--- src/hw/rtl/arithmetic_encoder_step_core_macros.svh ---
// Assertion macros shared by the arithmetic encoder RTL.
// Every user of these macros must have i_clk and i_rst_n in scope.
`ifndef ARITHMETIC_ENCODER_STEP_CORE_MACROS_SVH
`define ARITHMETIC_ENCODER_STEP_CORE_MACROS_SVH

// Same-cycle implication, disabled while reset is asserted.
`define ARENC_ASSERT_NOW(lbl, ante, cons, msg) \
    lbl: assert property (@(posedge i_clk) disable iff (!i_rst_n) (ante) |-> (cons)) \
        else $error(msg);

// Next-cycle implication, disabled while reset is asserted.
`define ARENC_ASSERT_NEXT(lbl, ante, cons, msg) \
    lbl: assert property (@(posedge i_clk) disable iff (!i_rst_n) (ante) |=> (cons)) \
        else $error(msg);

`endif

--- src/hw/rtl/arenc_pkg.sv ---
// Shared types and constants for the arithmetic encoder.
// No dependencies; used by arenc_ctrl, arenc_dp and the top level.
package arenc_pkg;

    localparam int CODE_BITS_DEF    = 16;
    localparam int PENDING_BITS_DEF = 16;
    localparam int SYM_W            = 14;
    localparam int FOLLOW_W         = 16;
    localparam int MAX_RESULTS      = 16;
    localparam int NRES_W           = $clog2(MAX_RESULTS + 1);

    // Commands from the controller to the datapath.
    typedef struct packed {
        logic load;    // capture the symbol counts
        logic mul;     // form both products, start the divider
        logic div;     // one restoring division step
        logic apply;   // narrow the interval from the quotients
        logic step;    // one renormalization shift
        logic flush;   // release the held result as the final one
        logic bad;     // emit the illegal-symbol result
    } t_cmd;

    // Status from the datapath to the controller.
    typedef struct packed {
        logic bad_sym;     // latched counts are illegal
        logic div_last;    // the division step under way is the final one
        logic emit;        // top bits agree: a bit settles
        logic under;       // bounds straddle the middle
        logic cap;         // shift or result limit reached
        logic hold_valid;  // a result waits in the hold register
        logic out_free;    // output register can take a result this cycle
    } t_status;

endpackage

--- src/hw/rtl/arenc_dp.sv ---
// Datapath of the arithmetic encoder: bounds, products, serial divider,
// renormalization and the result registers. Depends on arenc_pkg.
`include "arithmetic_encoder_step_core_macros.svh"

module arenc_dp #(
    parameter int CODE_BITS    = arenc_pkg::CODE_BITS_DEF,
    parameter int PENDING_BITS = arenc_pkg::PENDING_BITS_DEF
) (
    input  logic                          i_clk,
    input  logic                          i_rst_n,
    input  arenc_pkg::t_cmd               i_cmd,
    output arenc_pkg::t_status            o_status,
    input  logic [arenc_pkg::SYM_W-1:0]   i_sym_low,
    input  logic [arenc_pkg::SYM_W-1:0]   i_sym_high,
    input  logic [arenc_pkg::SYM_W-1:0]   i_total_scale,
    input  logic                          i_out_ready,
    output logic                          o_out_valid,
    output logic                          o_out_bit,
    output logic [arenc_pkg::FOLLOW_W-1:0] o_follow_count,
    output logic                          o_out_last,
    output logic                          o_out_bad
);

    localparam int SW     = arenc_pkg::SYM_W;
    localparam int FW     = arenc_pkg::FOLLOW_W;
    localparam int NW     = arenc_pkg::NRES_W;
    localparam int DIV_W  = CODE_BITS + 1 + SW;
    localparam int DCNT_W = $clog2(DIV_W);
    localparam int SH_W   = $clog2(CODE_BITS + 1);

    logic [SW-1:0]           r_lc, r_hc, r_sc;
    logic [CODE_BITS-1:0]    r_low, r_high;
    logic [PENDING_BITS-1:0] r_pending;
    logic [DIV_W-1:0]        r_qa, r_qb;
    logic [SW-1:0]           r_ra, r_rb;
    logic [DCNT_W-1:0]       r_dcnt;
    logic [SH_W-1:0]         r_shifts;
    logic [NW-1:0]           r_nres;
    logic                    r_hold_valid, r_hold_bit;
    logic [FW-1:0]           r_hold_follow;
    logic                    r_out_valid, r_out_bit, r_out_last, r_out_bad;
    logic [FW-1:0]           r_out_follow;

    logic [CODE_BITS:0]      range_w;
    logic [SW:0]             rem_a, rem_b;
    logic                    ge_a, ge_b;
    logic                    emit, under;
    logic [CODE_BITS-1:0]    low_m, high_m;
    logic [FW-1:0]           follow;

    // Interval width, one more bit than the bounds so a full range fits.
    assign range_w = {1'b0, r_high} - {1'b0, r_low} + (CODE_BITS + 1)'(1);

    // Restoring division, both quotients against the same scale.
    assign rem_a = {r_ra, r_qa[DIV_W-1]};
    assign rem_b = {r_rb, r_qb[DIV_W-1]};
    assign ge_a  = rem_a >= {1'b0, r_sc};
    assign ge_b  = rem_b >= {1'b0, r_sc};

    // Renormalization decision on the current bounds.
    assign emit   = r_high[CODE_BITS-1] == r_low[CODE_BITS-1];
    assign under  = r_low[CODE_BITS-2] & ~r_high[CODE_BITS-2];
    assign low_m  = (!emit && under) ? {2'b00, r_low[CODE_BITS-3:0]} : r_low;
    assign high_m = (!emit && under) ? {r_high[CODE_BITS-1], 1'b1, r_high[CODE_BITS-3:0]}
                                     : r_high;
    assign follow = FW'(r_pending);

    always_comb begin
        o_status.bad_sym    = (r_sc == '0) || (r_hc <= r_lc) || (r_hc > r_sc);
        o_status.div_last   = r_dcnt == DCNT_W'(DIV_W - 1);
        o_status.emit       = emit;
        o_status.under      = under;
        o_status.cap        = (r_shifts == SH_W'(CODE_BITS)) ||
                              (r_nres == NW'(arenc_pkg::MAX_RESULTS));
        o_status.hold_valid = r_hold_valid;
        o_status.out_free   = !r_out_valid || i_out_ready;
    end

    // Payload registers without reset.
    always_ff @(posedge i_clk) begin
        if (i_cmd.load) begin
            r_lc <= i_sym_low;
            r_hc <= i_sym_high;
            r_sc <= i_total_scale;
        end
        if (i_cmd.mul) begin
            r_qa <= DIV_W'(range_w) * DIV_W'(r_lc);
            r_qb <= DIV_W'(range_w) * DIV_W'(r_hc);
            r_ra <= '0;
            r_rb <= '0;
        end else if (i_cmd.div) begin
            r_qa <= {r_qa[DIV_W-2:0], ge_a};
            r_qb <= {r_qb[DIV_W-2:0], ge_b};
            r_ra <= ge_a ? SW'(rem_a - {1'b0, r_sc}) : rem_a[SW-1:0];
            r_rb <= ge_b ? SW'(rem_b - {1'b0, r_sc}) : rem_b[SW-1:0];
        end
        if (i_cmd.step && emit) begin
            r_hold_bit    <= r_high[CODE_BITS-1];
            r_hold_follow <= follow;
        end
        if (i_cmd.bad) begin
            r_out_bit    <= 1'b0;
            r_out_follow <= '0;
            r_out_last   <= 1'b1;
            r_out_bad    <= 1'b1;
        end else if (i_cmd.flush || (i_cmd.step && emit && r_hold_valid)) begin
            r_out_bit    <= r_hold_bit;
            r_out_follow <= r_hold_follow;
            r_out_last   <= i_cmd.flush;
            r_out_bad    <= 1'b0;
        end
    end

    // Control and coder state.
    always_ff @(posedge i_clk) begin
        if (!i_rst_n) begin
            r_low        <= '0;
            r_high       <= '1;
            r_pending    <= '0;
            r_dcnt       <= '0;
            r_shifts     <= '0;
            r_nres       <= '0;
            r_hold_valid <= 1'b0;
            r_out_valid  <= 1'b0;
        end else begin
            if (i_cmd.mul) begin
                r_dcnt <= '0;
            end else if (i_cmd.div) begin
                r_dcnt <= r_dcnt + DCNT_W'(1);
            end
            if (i_cmd.apply) begin
                r_low    <= r_low + r_qa[CODE_BITS-1:0];
                r_high   <= r_low + r_qb[CODE_BITS-1:0] - CODE_BITS'(1);
                r_shifts <= '0;
                r_nres   <= '0;
            end else if (i_cmd.step) begin
                r_low    <= {low_m[CODE_BITS-2:0], 1'b0};
                r_high   <= {high_m[CODE_BITS-2:0], 1'b1};
                r_shifts <= r_shifts + SH_W'(1);
                if (emit) begin
                    r_pending    <= '0;
                    r_nres       <= r_nres + NW'(1);
                    r_hold_valid <= 1'b1;
                end else if (r_pending != '1) begin
                    r_pending <= r_pending + PENDING_BITS'(1);
                end
            end
            if (i_cmd.flush) begin
                r_hold_valid <= 1'b0;
            end
            if (i_cmd.bad || i_cmd.flush || (i_cmd.step && emit && r_hold_valid)) begin
                r_out_valid <= 1'b1;
            end else if (i_out_ready) begin
                r_out_valid <= 1'b0;
            end
        end
    end

    assign o_out_valid    = r_out_valid;
    assign o_out_bit      = r_out_bit;
    assign o_follow_count = r_out_follow;
    assign o_out_last     = r_out_last;
    assign o_out_bad      = r_out_bad;

    `ARENC_ASSERT_NOW(a_nres_cap, 1'b1, r_nres <= NW'(arenc_pkg::MAX_RESULTS), "result cap overrun")
    `ARENC_ASSERT_NEXT(a_pend_sat, i_cmd.step && !emit && (&r_pending), &r_pending, "pending wrapped")
    `ARENC_ASSERT_NEXT(a_out_hold, r_out_valid && !i_out_ready, r_out_valid, "result dropped")

endmodule

--- src/hw/rtl/arenc_ctrl.sv ---
// Controller of the arithmetic encoder: sequences check, multiply, division,
// narrowing, renormalization and result release. Depends on arenc_pkg.
`include "arithmetic_encoder_step_core_macros.svh"

module arenc_ctrl (
    input  logic               i_clk,
    input  logic               i_rst_n,
    input  logic               i_in_valid,
    output logic               o_in_ready,
    input  arenc_pkg::t_status i_status,
    output arenc_pkg::t_cmd    o_cmd
);

    localparam logic [2:0] S_IDLE   = 3'd0;
    localparam logic [2:0] S_MUL    = 3'd1;
    localparam logic [2:0] S_DIV    = 3'd2;
    localparam logic [2:0] S_APPLY  = 3'd3;
    localparam logic [2:0] S_RENORM = 3'd4;
    localparam logic [2:0] S_FLUSH  = 3'd5;
    localparam logic [2:0] S_BAD    = 3'd6;

    logic [2:0] r_state, n_state;

    assign o_in_ready = r_state == S_IDLE;

    always_comb begin
        n_state = r_state;
        o_cmd   = '0;
        case (r_state)
            S_IDLE: begin
                if (i_in_valid) begin
                    o_cmd.load = 1'b1;
                    n_state    = S_MUL;
                end
            end
            S_MUL: begin
                if (i_status.bad_sym) begin
                    n_state = S_BAD;
                end else begin
                    o_cmd.mul = 1'b1;
                    n_state   = S_DIV;
                end
            end
            S_DIV: begin
                o_cmd.div = 1'b1;
                if (i_status.div_last) begin
                    n_state = S_APPLY;
                end
            end
            S_APPLY: begin
                o_cmd.apply = 1'b1;
                n_state     = S_RENORM;
            end
            S_RENORM: begin
                if (i_status.cap || (!i_status.emit && !i_status.under)) begin
                    n_state = S_FLUSH;
                end else if (!(i_status.emit && i_status.hold_valid && !i_status.out_free)) begin
                    o_cmd.step = 1'b1;
                end
            end
            S_FLUSH: begin
                if (!i_status.hold_valid) begin
                    n_state = S_IDLE;
                end else if (i_status.out_free) begin
                    o_cmd.flush = 1'b1;
                    n_state     = S_IDLE;
                end
            end
            S_BAD: begin
                if (i_status.out_free) begin
                    o_cmd.bad = 1'b1;
                    n_state   = S_IDLE;
                end
            end
            default: begin
                n_state = S_IDLE;
            end
        endcase
    end

    always_ff @(posedge i_clk) begin
        if (!i_rst_n) begin
            r_state <= S_IDLE;
        end else begin
            r_state <= n_state;
        end
    end

    `ARENC_ASSERT_NOW(a_push_room, o_cmd.step && i_status.emit && i_status.hold_valid, i_status.out_free, "result pushed into a full output register")
    `ARENC_ASSERT_NOW(a_idle_no_hold, r_state == S_IDLE, !i_status.hold_valid, "result left in hold register at idle")
    `ARENC_ASSERT_NEXT(a_div_to_apply, r_state == S_DIV && i_status.div_last, r_state == S_APPLY, "division did not hand over to narrowing")

endmodule

--- src/hw/rtl/arithmetic_encoder_step_core.sv ---
// Top level of the 16-bit integer arithmetic encoder, one symbol per transfer.
// Depends on arenc_pkg, arenc_ctrl and arenc_dp.
//
//   Channel   Direction  tdata (low bit first)                        Side bands
//   s_axis    in         sym_low[13:0], sym_high[13:0], total_scale    -
//   m_axis    out        out_bit, follow_count[15:0]                   tlast=last, tuser=bad_symbol
//
// A symbol is checked, multiplied and divided by the serial restoring divider that
// forms both quotients side by side (31 division steps at the default width), then
// narrowed. Renormalization makes one shift per cycle (at most CODE_BITS) unless a
// settled bit waits for a busy output register; a final check and the release of the
// held result, if any, close the symbol. An illegal symbol is flagged instead.
// Reset is synchronous and active low; it sets low bound to zero, high bound to
// all ones and the pending count to zero. A stalled result side holds the coder
// only when a new result needs the output register; the next symbol is taken
// while the final result of the previous one still waits there.
module arithmetic_encoder_step_core #(
    parameter int CODE_BITS    = arenc_pkg::CODE_BITS_DEF,
    parameter int PENDING_BITS = arenc_pkg::PENDING_BITS_DEF
) (
    input  logic        i_clk,
    input  logic        i_rst_n,
    input  logic        s_axis_tvalid,
    output logic        s_axis_tready,
    input  logic [47:0] s_axis_tdata,   // sym_low[13:0], sym_high[27:14], total_scale[41:28]
    output logic        m_axis_tvalid,
    input  logic        m_axis_tready,
    output logic [23:0] m_axis_tdata,   // out_bit[0], follow_count[16:1], zero fill
    output logic        m_axis_tlast,
    output logic        m_axis_tuser    // bad_symbol[0]
);

    localparam int SW = arenc_pkg::SYM_W;

    arenc_pkg::t_cmd    cmd;
    arenc_pkg::t_status status;

    logic                          out_bit;
    logic [arenc_pkg::FOLLOW_W-1:0] follow_count;

    // The controller owns sequencing; the datapath owns all coder and result registers.
    arenc_ctrl u_ctrl (
        .i_clk      (i_clk),
        .i_rst_n    (i_rst_n),
        .i_in_valid (s_axis_tvalid),
        .o_in_ready (s_axis_tready),
        .i_status   (status),
        .o_cmd      (cmd)
    );

    arenc_dp #(
        .CODE_BITS    (CODE_BITS),
        .PENDING_BITS (PENDING_BITS)
    ) u_dp (
        .i_clk          (i_clk),
        .i_rst_n        (i_rst_n),
        .i_cmd          (cmd),
        .o_status       (status),
        .i_sym_low      (s_axis_tdata[SW-1:0]),
        .i_sym_high     (s_axis_tdata[2*SW-1:SW]),
        .i_total_scale  (s_axis_tdata[3*SW-1:2*SW]),
        .i_out_ready    (m_axis_tready),
        .o_out_valid    (m_axis_tvalid),
        .o_out_bit      (out_bit),
        .o_follow_count (follow_count),
        .o_out_last     (m_axis_tlast),
        .o_out_bad      (m_axis_tuser)
    );

    // Pack the result fields; the upper bits are zero fill to a byte boundary.
    assign m_axis_tdata = {7'd0, follow_count, out_bit};

endmodule

--- config.mk ---
export PLATFORM = sky130hd
export DESIGN_NAME = arithmetic_encoder_step_core
export DESIGN_NICKNAME = d
export VERILOG_FILES = /design/src/hw/rtl/arenc_pkg.sv /design/src/hw/rtl/arenc_dp.sv /design/src/hw/rtl/arenc_ctrl.sv /design/src/hw/rtl/arithmetic_encoder_step_core.sv
export VERILOG_INCLUDE_DIRS = /design/src /design/src/hw/rtl
export SDC_FILE = /design/constraint.sdc
export NUM_CORES = 2
export LEC_CHECK = 0
export CAP_MARGIN = 20
export CORE_MARGIN = 10
export CORE_UTILIZATION = 45
export DETAILED_ROUTE_END_ITERATION = 16
export DONT_BUFFER_PORTS = 1
export PLACE_DENSITY = 0.64
export SYNTH_ARGS = -nofsm -noshare
export SYNTH_HDL_FRONTEND = slang
export SYNTH_SLANG_ARGS = --single-unit
export TNS_END_PERCENT = 100
--- constraint.sdc ---
create_clock -name i_clk -period 9.3 [get_ports i_clk]
set_clock_uncertainty 0.05 [all_clocks]
set_input_delay 1.395 -clock i_clk [delete_from_list [all_inputs] [get_ports i_clk]]
set_output_delay 1.395 -clock i_clk [all_outputs]
set_load 0.005 [all_outputs]
* After elaboration in Yosys (flattened, before gate mapping)
Index checks and enable logic that the tools add are counted.
Storage, ports and cells: logic and storage cells 124, input bits 52, register bits after elaboration 236
Operators by class: bitwise gates (word level) 4, equality and inequality tests 14, order comparisons 4, $mul 2, reduce and logical (&&, ||, !) cells 31, add/subtract/negate cells 11, multiplexer cells 36
Operators with widths (count):
- $mux W31 | 4
- $mux W16 | 6
- $mul A17 B14 Y31 | 2
- $add A16 B16 Y16 | 2
- $ge A15 B14 Y1 | 2
- $mux W15 | 2
- $mux W14 | 2
- $sub A14 B14 Y14 | 2
- $pmux W3 S7 | 1
- $mux W3 | 6
- $add A17 B1 Y17 const B | 1
- $sub A16 B16 Y17 | 1
- $add A16 B1 Y16 const B | 1
- $ne A16 B16 Y1 const B | 1
- $sub A16 B1 Y16 const B | 1
- $add A5 B1 Y5 const B | 3
- $eq A5 B5 Y1 const B | 3
- $mux W1 | 15
- $gt A14 B14 Y1 | 1
- $le A14 B14 Y1 | 1
- $logic_not A14 Y1 | 1
- $eq A3 B3 Y1 const B | 3
- $reduce_and A3 Y1 | 3
- $logic_or A1 B1 Y1 | 8
- 13 further kinds | 30

* Depth between registers and ports, before layout
depth in word-level cells 11, mapped depth 35, mapped depth without buffers 34

* Cells and area by module
A second synthesis with hierarchy kept.
Second synthesis, totals: cells, all modules 3745, area, all modules 33115.5 µm²
By module, submodules not included:
- arenc_dp | times used 1, cells an instance 3700, area each 32771.4 µm²
- arenc_ctrl | times used 1, cells an instance 36, area each 280.3 µm²
- arithmetic_encoder_step_core | times used 1, cells an instance 9, area each 63.8 µm²

* Worst setup path after synthesis
Ideal clock, no wire load.
kind reg2reg, start point register u_dp.r_high[1], end point register u_dp.r_qb[30] (data pin), slack 1.389 ns, path buffers 1, required time 9.115 ns, arrival 7.726 ns, library setup time 0.135 ns, cell stages (with the launch flop) 34, path through dfxtp_1 -> inv_1 -> ha_1 -> inv_1 -> ha_1 -> inv_1 -> fa_1 -> nor2b_1 -> o21a_1 -> o21ai_0 -> a211o_1 -> nand2_1 -> nor2_1 -> xnor2_1 -> clkbuf_1 -> nand2_1 -> fa_1 -> fa_1 -> inv_1 -> fa_1 -> fa_1 -> fa_1 -> inv_1 -> fa_1 -> inv_1 -> ha_1 -> a211o_1 -> o211ai_1 -> a21oi_1 -> a2111o_1 -> nand3_1 -> a21oi_1 -> or4b_2 -> nand3_1
Between the ends: cells in the longest elaborated chain, start to end 4
RTL lines:
- start, declared | line arenc_dp.sv:32 | logic [CODE_BITS-1:0] r_low, r_high;
- start signal, assigned | line arenc_dp.sv:133 | r_high <= r_low + r_qb[CODE_BITS-1:0] - CODE_BITS'(1);
- start signal, assigned | line arenc_dp.sv:138 | r_high <= {high_m[CODE_BITS-2:0], 1'b1};
- $sub A16 B16 Y17 | line arenc_dp.sv:52 | assign range_w = {1'b0, r_high} - {1'b0, r_low} + (CODE_BITS + 1)'(1);
- $add A17 B1 Y17 | line arenc_dp.sv:52
- $mul A17 B14 Y31 | line arenc_dp.sv:88 | r_qb <= DIV_W'(range_w) * DIV_W'(r_hc);
- $mux W31 | line arenc_dp.sv:86 | if (i_cmd.mul) begin
- end signal, assigned | line arenc_dp.sv:88
- end signal, assigned | line arenc_dp.sv:93 | r_qb <= {r_qb[DIV_W-2:0], ge_b};
- end, declared | line arenc_dp.sv:34 | logic [DIV_W-1:0] r_qa, r_qb;
No other way between the ends. A chain may end at the register's enable or synchronous reset.

* Worst setup path after layout
Ends and elaborated chain as after synthesis.

==> flow_summary.json <==
{
  "cp-start-kind": "flop",
  "grt_pass1_vias": 23290,
  "synth-seq-cells": 236,
  "root_buffer": "clkbuf_16",
  "grt_start_max_net_pins": 75,
  "path_clk_slew_ps": 60,
  "cts_max_path_buffers": 3,
  "finalCritPeriodShare": 0.9523,
  "grt.total_usage": 0.1967,
  "nFillCells": 6470,
  "finalMaxSlewViolations": 0,
  "tns_ps": 0,
  "slowest_stage": "or4b_2",
  "hold_path_class": "reg -> reg",
  "die_x_um": 279.9,
  "async_reset_ff_frac": 0,
  "fmax_ghz": 0.1129,
  "die_y_um": 279.9,
  "max_slew_margin": 0.2491,
  "syn_to_final_growth_pct": 6.294,
  "hold_viol_final": 0,
  "antenna_found_initial": 6,
  "pin_count": 80,
  "status": "completed",
  "cp.arrival_ps": 9270,
  "postCtsSetupRepairBufs": 0,
  "path_max_fanout": 8,
  "drtAntennaViolNets": 0,
  "cts_buffers": 29,
  "worst-r2r-cell-count": 31,
  "cts_hold_buffers": 0,
  "tritoncts": "done",
  "min_path_cells": 0,
  "numPortBuffers": 0,
  "cts-htree-levels": 1,
  "crit_path_frequent_cell": "fa_1",
  "end_kind": "flop",
  "rows": 95,
  "cap_violations": 0,
  "critPathKind": "reg -> reg",
  "grt_pass1_wl_um": 125000,
  "worst_ep_required_time_ps": 9720,
  "ctsResizeCount": 0,
  "detail_route.wirelength_um": 76310,
  "synth-seq-area-share": 0.1953,
  "vias": 23360,
  "firstDrtPassIters": 6,
  "mostFrequentLayoutCells": "inv_1 (494), nand2_1 (440), fa_1 (359)",
  "die-area_um2": 78350,
  "yosysWarnings": 0,
  "drive_gt1_frac": 0.04385,
  "rsz0062_at_grt": "false",
  "routedWlPerCell_um": 18.04,
  "cts.sinks": 236,
  "worstMarginPinSlew_ps": 1126,
  "clock_latency_ps": 610,
  "drc": 0,
  "min_period_ps": 8857,
  "synth_edf_count": 121,
  "synth.distinct_cells": 79,
  "nets": 4069,
  "vias_per_cell": 5.522,
  "coreArea_um2": 67040,
  "crit_path_max_incr_delay_ps": 650,
  "synth_ff_type": "edfxtp_1",
  "place.gp.congestion": 0.8538,
  "syn_area_um2": 30400,
  "layout_commonest_cell": "inv_1",
  "synth_area_per_cell_um2": 8.862,
  "setup_viol": 0,
  "grt_overflow": 0,
  "drt_iter0_markers": 1588,
  "hpwl_um": 57610,
  "syn_inst": 3430,
  "start_util": 0.4534
}
## final timing paths
| path | slack [ps] | to | startpoint |
|---|---|---|---|
| setup / recovery | 440 | u_dp.r_qb[30] | u_dp.r_high[1] |
| setup reg to reg | 440 | u_dp.r_qb[30] | u_dp.r_high[1] |
| hold / removal | 420 | u_dp.r_hold_follow[11] | u_dp.follow[11] |
| hold reg to reg | 420 | u_dp.r_hold_follow[11] | u_dp.follow[11] |
## synthesized netlist by cell type (30+ instances only)
library cell	count	area, µm²
a21o_1	47	352.8
a21oi_1	116	580.6
a31oi_1	30	187.7
and2_1	201	1257
clkbuf_1	159	596.8
dfxtp_1	115	2302
edfxtp_1	121	3633
fa_1	359	7187
ha_1	329	4116
inv_1	495	1858
nand2_1	440	1652
nand2b_1	35	219.0
nand3_1	73	365.4
nand4_1	62	387.9
nor2_1	125	469.2
nor3_1	52	260.3
o21ai_0	147	735.7
xnor2_1	74	648.1
xor2_1	52	455.4
## sequential cells by signal (all words and copies together), names as in the netlist, 3 cells and up
name                 flops
u_dp.r_hc               14
u_dp.r_ra               14
u_ctrl.r_state           3
u_dp.r_nres              5
u_dp.r_rb               14
u_dp.r_dcnt              5
u_dp.o_follow_count     16
u_dp.r_lc               14
u_dp.r_qa               31
u_dp.r_sc               14
u_dp.r_hold_follow      16
u_dp.r_low              16
u_dp.follow             16
u_dp.r_high             16
u_dp.r_shifts            5
u_dp.r_qb               31
## cell families (layout without fill, tap and decap cells)
| logic type | Yosys count | after routing | synth area share |
|---|---|---|---|
| AND/OR/NAND/NOR | 1109 | 1109 | 0.1810 |
| flip-flops | 236 | 236 | 0.1953 |
| buffers and inverters | 688 | 604 | 0.08656 |
| multiplexers | 30 | 30 | 0.01008 |
| XOR/XNOR | 126 | 126 | 0.03630 |
| adder cells (fa/ha/maj) | 688 | 688 | 0.3718 |
| other | 1 | 13 | 0.0001234 |
| AO/OA/AOI/OAI | 552 | 552 | 0.1188 |
## critical path: cells and delay by family, from the launching register on
kind | cells | cell delay, ps
compound gates | 8 | 1680
fa+ha+maj | 10 | 3970
buf+inv | 5 | 300
flops | 1 | 360
simple gates | 8 | 2370
## area by class of cell
type	count	area (µm²)	share of cell area
multi-input combinational	2512	21970	0.6801
sequential	236	5936	0.1837
inverter	495	1858	0.05750
tap	873	1092	0.03381
clock buffer	34	785.8	0.02432
timing repair buffer	55	412.9	0.01278
clock inverter	20	236.5	0.007319
antenna	6	15.01	0.0004647
## routing by layer
metal  global-route usage  wire length [µm]  vias to the layer above
met5                    0                 0                        -
met2               0.3292             35620                      586
li1                     -                 -                    11200
met3              0.02737              4251                      106
met1               0.2642             34470                    11470
met4              0.04962              1969                        0
## stage by stage
step | instance area (µm²) | std cells | hold WS [ps] | utilization | setup WS (ps)
6_report | 32310 | 4231 | 416.0 | 0.4820 | 443.3
5_1_grt | 32300 | 4227 | 447.7 | 0.4818 | 30.50
4_1_cts | 32300 | 4225 | 416.1 | 0.4817 | 609.7
3_5_place_dp | 31270 | 4171 | 397.6 | 0.4665 | 628.4
3_3_place_gp | 31270 | 4171 | 395.0 | 0.4665 | 695.5
2_1_floorplan | 30420 | 3436 | 381.4 | - | 1389
Power is left out: the tool's default activity adds up to more than one toggle a clock period on the data nets, which glitch-free logic cannot reach.
